`config.mk`:
```
export PLATFORM = sky130hd
export DESIGN_NAME = pus_queue
export DESIGN_NICKNAME = d
export VERILOG_FILES = /design/src/hw/rtl/pus_pkg.sv /design/src/hw/rtl/pus_queue.sv
export SDC_FILE = /design/constraint.sdc
export NUM_CORES = 1
export LEC_CHECK = 0
export ABC_CLOCK_PERIOD_IN_PS = 7100
export BUFFER_PORTS_ARGS = -buffer_cell sky130_fd_sc_hd__clkbuf_2
export CAP_MARGIN = 20
export CORE_MARGIN = 2
export CORE_UTILIZATION = 25
export CTS_CLUSTER_SIZE = 10
export DETAILED_ROUTE_END_ITERATION = 7
export GPL_TIMING_DRIVEN = 1
export PLACE_DENSITY = 0.52
export REMOVE_ABC_BUFFERS = 1
export SYNTH_ARGS = -nofsm -noshare
export SYNTH_HDL_FRONTEND = slang
export SYNTH_SLANG_ARGS = --single-unit
```
`constraint.sdc`:
```
create_clock -name clk -period 7.1 [get_ports clk]
set_clock_uncertainty 0.15 [all_clocks]
set_input_delay 0.71 -clock clk [delete_from_list [all_inputs] [get_ports clk]]
set_output_delay 0.71 -clock clk [all_outputs]
set_load 0.02 [all_outputs]
```
`src/hw/rtl/pus_pkg.sv`:
```
// ----------------------------------------------------------------------------
// pus_pkg
// Shared constants, codes and types of the polar unwarp sampler.
// ----------------------------------------------------------------------------
package pus_pkg;

    // store geometry
    localparam int MAX_WIDTH  = 512;
    localparam int MAX_HEIGHT = 512;
    localparam int MAX_ANGLES = 2048;

    localparam int COL_W = $clog2(MAX_WIDTH);
    localparam int ROW_W = $clog2(MAX_HEIGHT);
    localparam int ANG_W = $clog2(MAX_ANGLES);

    // image store is split in four banks by row and column parity
    localparam int NUM_BANKS  = 4;
    localparam int BANK_SEL_W = 2;
    localparam int BANK_DEPTH = (MAX_WIDTH / 2) * (MAX_HEIGHT / 2);

    // field widths
    localparam int REQ_W    = 2;
    localparam int RAD_W    = 9;
    localparam int PIX_W    = 8;
    localparam int TRIG_W   = 16;
    localparam int SIZE_W   = 10;
    localparam int CTR_W    = 18;
    localparam int FRAC_W   = 9;
    localparam int Q8_SHIFT = 8;
    localparam int TRIG_SHIFT = 6;   // Q.14 product down to Q.8

    // datapath widths
    localparam int DIST_W  = RAD_W + 1;
    localparam int PROD_W  = DIST_W + 1 + TRIG_W;
    localparam int COORD_W = PROD_W - TRIG_SHIFT + 2;
    localparam int BASE_W  = COORD_W - Q8_SHIFT;
    localparam int LERP_W  = PIX_W + FRAC_W;
    localparam int SUM_W   = LERP_W + FRAC_W;

    localparam logic [FRAC_W-1:0] FRAC_ONE = FRAC_W'(1 << Q8_SHIFT);
    localparam logic [PIX_W-1:0]  PIX_MAX  = '1;

    // queues
    localparam int MID_DEPTH = 8;
    localparam int MID_PW    = $clog2(MID_DEPTH);
    localparam int MID_CW    = MID_PW + 1;
    localparam int OUT_DEPTH = 4;
    localparam int OUT_PW    = $clog2(OUT_DEPTH);
    localparam int OUT_CW    = OUT_PW + 1;

    // request codes
    localparam logic [REQ_W-1:0] REQ_PIXEL  = 2'd0;
    localparam logic [REQ_W-1:0] REQ_TRIG   = 2'd1;
    localparam logic [REQ_W-1:0] REQ_SAMPLE = 2'd2;

    // configuration register indexes
    localparam int CFG_IDX_W  = 3;
    localparam int CFG_DATA_W = CTR_W;
    localparam logic [CFG_IDX_W-1:0] CFG_IMAGE_WIDTH  = 3'd0;
    localparam logic [CFG_IDX_W-1:0] CFG_IMAGE_HEIGHT = 3'd1;
    localparam logic [CFG_IDX_W-1:0] CFG_CENTER_X     = 3'd2;
    localparam logic [CFG_IDX_W-1:0] CFG_CENTER_Y     = 3'd3;
    localparam logic [CFG_IDX_W-1:0] CFG_INNER_RADIUS = 3'd4;

    localparam logic [SIZE_W-1:0] SIZE_RESET = SIZE_W'(512);

    // effective configuration seen by the front end
    typedef struct packed {
        logic [SIZE_W-1:0] width;    // clamped to 2..MAX_WIDTH
        logic [SIZE_W-1:0] height;   // clamped to 2..MAX_HEIGHT
        logic [CTR_W-1:0]  center_x;
        logic [CTR_W-1:0]  center_y;
        logic [RAD_W-1:0]  inner;
    } cfg_t;

    // one queued operation: pixel write or classified sample
    typedef struct packed {
        logic              is_sample;
        logic [COL_W-1:0]  col;      // write column or base column
        logic [ROW_W-1:0]  row;      // write row or base row
        logic [FRAC_W-1:0] fx;
        logic [FRAC_W-1:0] fy;
        logic [PIX_W-1:0]  value;
        logic [RAD_W-1:0]  rad;
        logic [ANG_W-1:0]  ang;
    } qentry_t;

endpackage

```
`src/hw/rtl/pus_queue.sv`:
```
// ----------------------------------------------------------------------------
// pus_queue
// Short register queue between the front and back ends.
// ----------------------------------------------------------------------------
module pus_queue (
    input  logic                       clk,
    input  logic                       rst_n,
    input  logic                       push,
    input  pus_pkg::qentry_t           push_data,
    input  logic                       pop,
    output pus_pkg::qentry_t           head,
    output logic                       empty,
    output logic [pus_pkg::MID_CW-1:0] count
);
    import pus_pkg::*;

    qentry_t             mem_reg [MID_DEPTH];
    logic [MID_PW-1:0]   wr_ptr_reg;
    logic [MID_PW-1:0]   rd_ptr_reg;
    logic [MID_CW-1:0]   cnt_reg;
    logic [MID_CW-1:0]   cnt_next;

    // entry storage; the front never pushes past the credit limit
    always_ff @(posedge clk)
    begin
        if (push)
        begin
            mem_reg[wr_ptr_reg] <= push_data;
        end
    end

    always_comb
    begin
        cnt_next = cnt_reg + MID_CW'(push) - MID_CW'(pop);
    end

    // pointers and fill level
    always_ff @(posedge clk or negedge rst_n)
    begin
        if (!rst_n)
        begin
            wr_ptr_reg <= '0;
            rd_ptr_reg <= '0;
            cnt_reg    <= '0;
        end
        else
        begin
            if (push)
            begin
                wr_ptr_reg <= wr_ptr_reg + MID_PW'(1);
            end
            if (pop)
            begin
                rd_ptr_reg <= rd_ptr_reg + MID_PW'(1);
            end
            cnt_reg <= cnt_next;
        end
    end

    assign head  = mem_reg[rd_ptr_reg];
    assign empty = (cnt_reg == '0);
    assign count = cnt_reg;

endmodule

```
### After elaboration in Yosys (flattened, before gate mapping)

Memories as Yosys holds them, arrays and structs flattened.
Index checks and enable logic that the tools add are counted.

* memories: 1
* register bits after elaboration: 10
* RAM bits: 520
* output and inout bits: 70

* reduce and logical (&&, ||, !) cells: 1
* muxes and demuxes: 2
* add/subtract/negate cells: 4

Memory list
* mem_reg: depth 8, bits a word 65, rd ports 1, clocked after memory_dff 0, wr ports 1, line pus_queue.sv:17 `qentry_t mem_reg [MID_DEPTH];`

Operators by type and width (count)
* 3-bit by 1-bit adder with 3-bit output (second input constant): 2
* 4-bit by 1-bit adder with 4-bit output: 1
* 4-bit zero test: 1
* 4-bit by 1-bit subtractor with 4-bit output: 1
* 1-bit two-way mux: 2

### Depth between registers and ports, before layout

* depth after elaboration: 2
* mapped depth: 7
* gate-level depth less buffers: 7

### Worst setup path before layout

No wires, ideal clock.

* path kind: input port to flip-flop
* start point: input port push
* end point: memory mem_reg[0][0] in the netlist's numbering (enable)
* stages: 2
* path slack: 1161 ps
* setup time: 568 ps
* arrival time: 5222 ps
* required time: 6382 ps
* path buffers: 0
* path through: nand2b_1 nor3_1

* cells in the longest elaborated chain, start to end: 2

Ends and longest elaborated chain
* from (decl): line pus_queue.sv:8 `input logic push,`
* 1-bit two-way mux: line pus_queue.sv:26 `if (push)`
* 1-bit two-way mux (not written as such): line pus_queue.sv:28 `mem_reg[wr_ptr_reg] <= push_data;`
* to (decl): line pus_queue.sv:17

No other way between the ends.

==> impl_metrics.tcl <==
set metrics [dict create \
    worst_ep_required_time_ps 6240 \
    drv_slew 0 \
    criticalPathCategory "flip-flop to output port" \
    vias 8823 \
    crit_path_start_kind "flip-flop" \
    syn-cell-area_sq_mm 0.0201 \
    syn_area_per_cell_sq_um 24.9 \
    vias_per_cell 4.26 \
    antenna_found_initial 7 \
    tns_ps 0 \
    cpMaxStageDelayCell "dfrtp_4" \
    ant_nets 0 \
    holdWs_ps 251 \
    syn_inst 804 \
    path_delay_family "flip-flops" \
    power_leakage_nw 7.71 \
    drt_pass1_iterations 5 \
    gr-usage-met1_pct 14.6 \
    gr-usage-all-layers_pct 10.8 \
    finalHoldViolCount 0 \
    yosys_warnings 0 \
    core_area_sq_mm 0.0793 \
    multi_input_area_sq_mm 0.00398 \
    worstHoldPathType "input port to flip-flop" \
    start_util_pct 25.3 \
    clk_latency_ps 580 \
    fin_ws_ps 2900 \
    cts_made_buffers 66 \
    layout_common_cells "edfxtp_1, clkbuf_2, mux4_2" \
    finalSetupViolCount 0 \
    io_buffers 138 \
    path_buf_inv 2 \
    synth_area_leader_cell "edfxtp_1" \
    post-cts-setup-buffers 0 \
    drt_iter0_markers 585 \
    fmax_mhz 238 \
    ys_types 20 \
    ys_seq_area_share_pct 79.1 \
    die_area_sq_mm 0.0825 \
    status "completed" \
    cpPeakStageDelay_ps 990 \
    synth_area_leaders "edfxtp_1, mux4_2, mux2_2, dfrtp_1, buf_6" \
    cp-end-kind "output port" \
    synth-seq-cells 530 \
    final_layout_size_suffix_gt1_share_pct 43.5 \
    grt_most_used_layer "met2" \
    nFillCells 7615 \
    arrival_ps 3340 \
    grt_setup_unrepaired "no" \
    nets 1072 \
    grt_max_degree 67 \
    dp_hpwl_um 22600 \
    die_w_um 287 \
    drc 0 \
    period_minus_slack_ps 4200 \
    crit_fanout 38 \
    path_cells "buf_4 -> mux4_2 -> mux2_2 -> clkbuf_2" \
    clk_pin_slew_ps 50 \
    gp_congestion 0.644 \
    met2_usage_pct 16.6 \
    routedWlPerCell_um 20.9 \
    cts_sinks 530 \
    syn_to_final_growth_pct 19.7 \
    grt_pass1_vias 9717 \
    rows 103 \
    period_share_pct 59.2 \
    slew_headroom_pct 40.4 \
    grt_pass1_wl_um 63900 \
    overflow 0 \
    fp.dieH_um 287 \
    final_common_cell "edfxtp_1" \
    cts_tree "done" \
    use_met3_pct 2.84 \
    maxCapViolations 0 \
    drt-total-wl_um 43400 \
    top_level_ports 139 \
    largest_reg_flops 520 \
    cellPowerDensity_mw_per_mm2 427 \
    worst_pin_slew_ps 894 \
    seq_area_sq_mm 0.0159 \
    cts-root-buf "clkbuf_16" \
    cts_htree_levels 3 \
    cts.path.max_buffers 3 \
    ir_drop_mv 0.204 \
    pre_cts_ws_ps 3360 \
    yosysTopAreaCellShare_pct 77.9 \
]
==> synthesized netlist by cell type <==
library cell and number:
a21o_1 1, a21oi_1 1, and3_1 1, buf_1 1, buf_2 13, buf_6 10, clkbuf_1 13, dfrtp_1 10
edfxtp_1 520, fa_1 1, ha_1 7, inv_1 8, mux2_2 67, mux4_2 130, nand2_1 4, nand2b_1 3
nor2_1 6, nor3_1 2, xnor2_1 3, xor2_1 3
==> path summary, 6_finish.rpt <==
kind,from,end,slack [ps],cells after the start
setup / recovery,rd_ptr_reg[0],head[35],2900,4
hold / removal,pop,rd_ptr_reg[0],250,2
setup reg to reg,wr_ptr_reg[1],mem_reg[0][55],4420,4
hold reg to reg,wr_ptr_reg[1],wr_ptr_reg[1],410,1
max in group asynchronous,rst_n,rd_ptr_reg[2],6130,2
min in group asynchronous,rst_n,count[3],400,2
==> report_power, final <==
group | switching [mW] | internal (mW) | total [mW]
Combinational | 1.72 | 1.36 | 3.08
Sequential | 0.245 | 3.94 | 4.19
Clock | 1.17 | 1.81 | 2.98
==> layout make-up <==
| cell class | instances | area share [%] |
|---|---|---|
| flip-flops and latches | 530 | 66.1 |
| diodes | 1 | 0.0104 |
| repair buffers | 160 | 3.76 |
| inverters | 8 | 0.125 |
| multi-input cells | 229 | 16.6 |
| clock inverters | 10 | 0.354 |
| clock buffers | 85 | 7.57 |
| well taps | 1050 | 5.47 |
==> repair_timing <==
| action | in CTS | in global routing |
|---|---|---|
| endpoints found under the setup margin | 0 | 0 |
| hold endpoints to repair | 10 | 0 |
| resized for setup | 0 | 0 |
| hold buffers | 1 | 0 |
==> kinds of logic after synthesis <==
group	synth area share (%)
fa+ha+maj	0.537
buf+inv	1.30
compound gates	0.0624
flops	79.1
simple gates	0.362
xor+xnor	0.262
mux	18.4
==> metrics by stage <==
stage               util, %  total power [mW]  instance area [sq um]  cells
detailed placement     27.8              7.44                  22100   1975
CTS                    30.3              10.5                  24000   2071
finish                 30.3              10.2                  24000   2073
global placement       27.8              7.40                  22100   1975
floorplan                 -              6.56                  19800    767
global route           30.3              10.8                  24000   2072
==> per-layer routing <==
metal  up-vias  wire length (um)
met3        82              2510
li1       3804                 -
met2       183             20000
met4        14              1040
met1      4740             19700
met5         -                90
(Power assumes the default switching activity.)
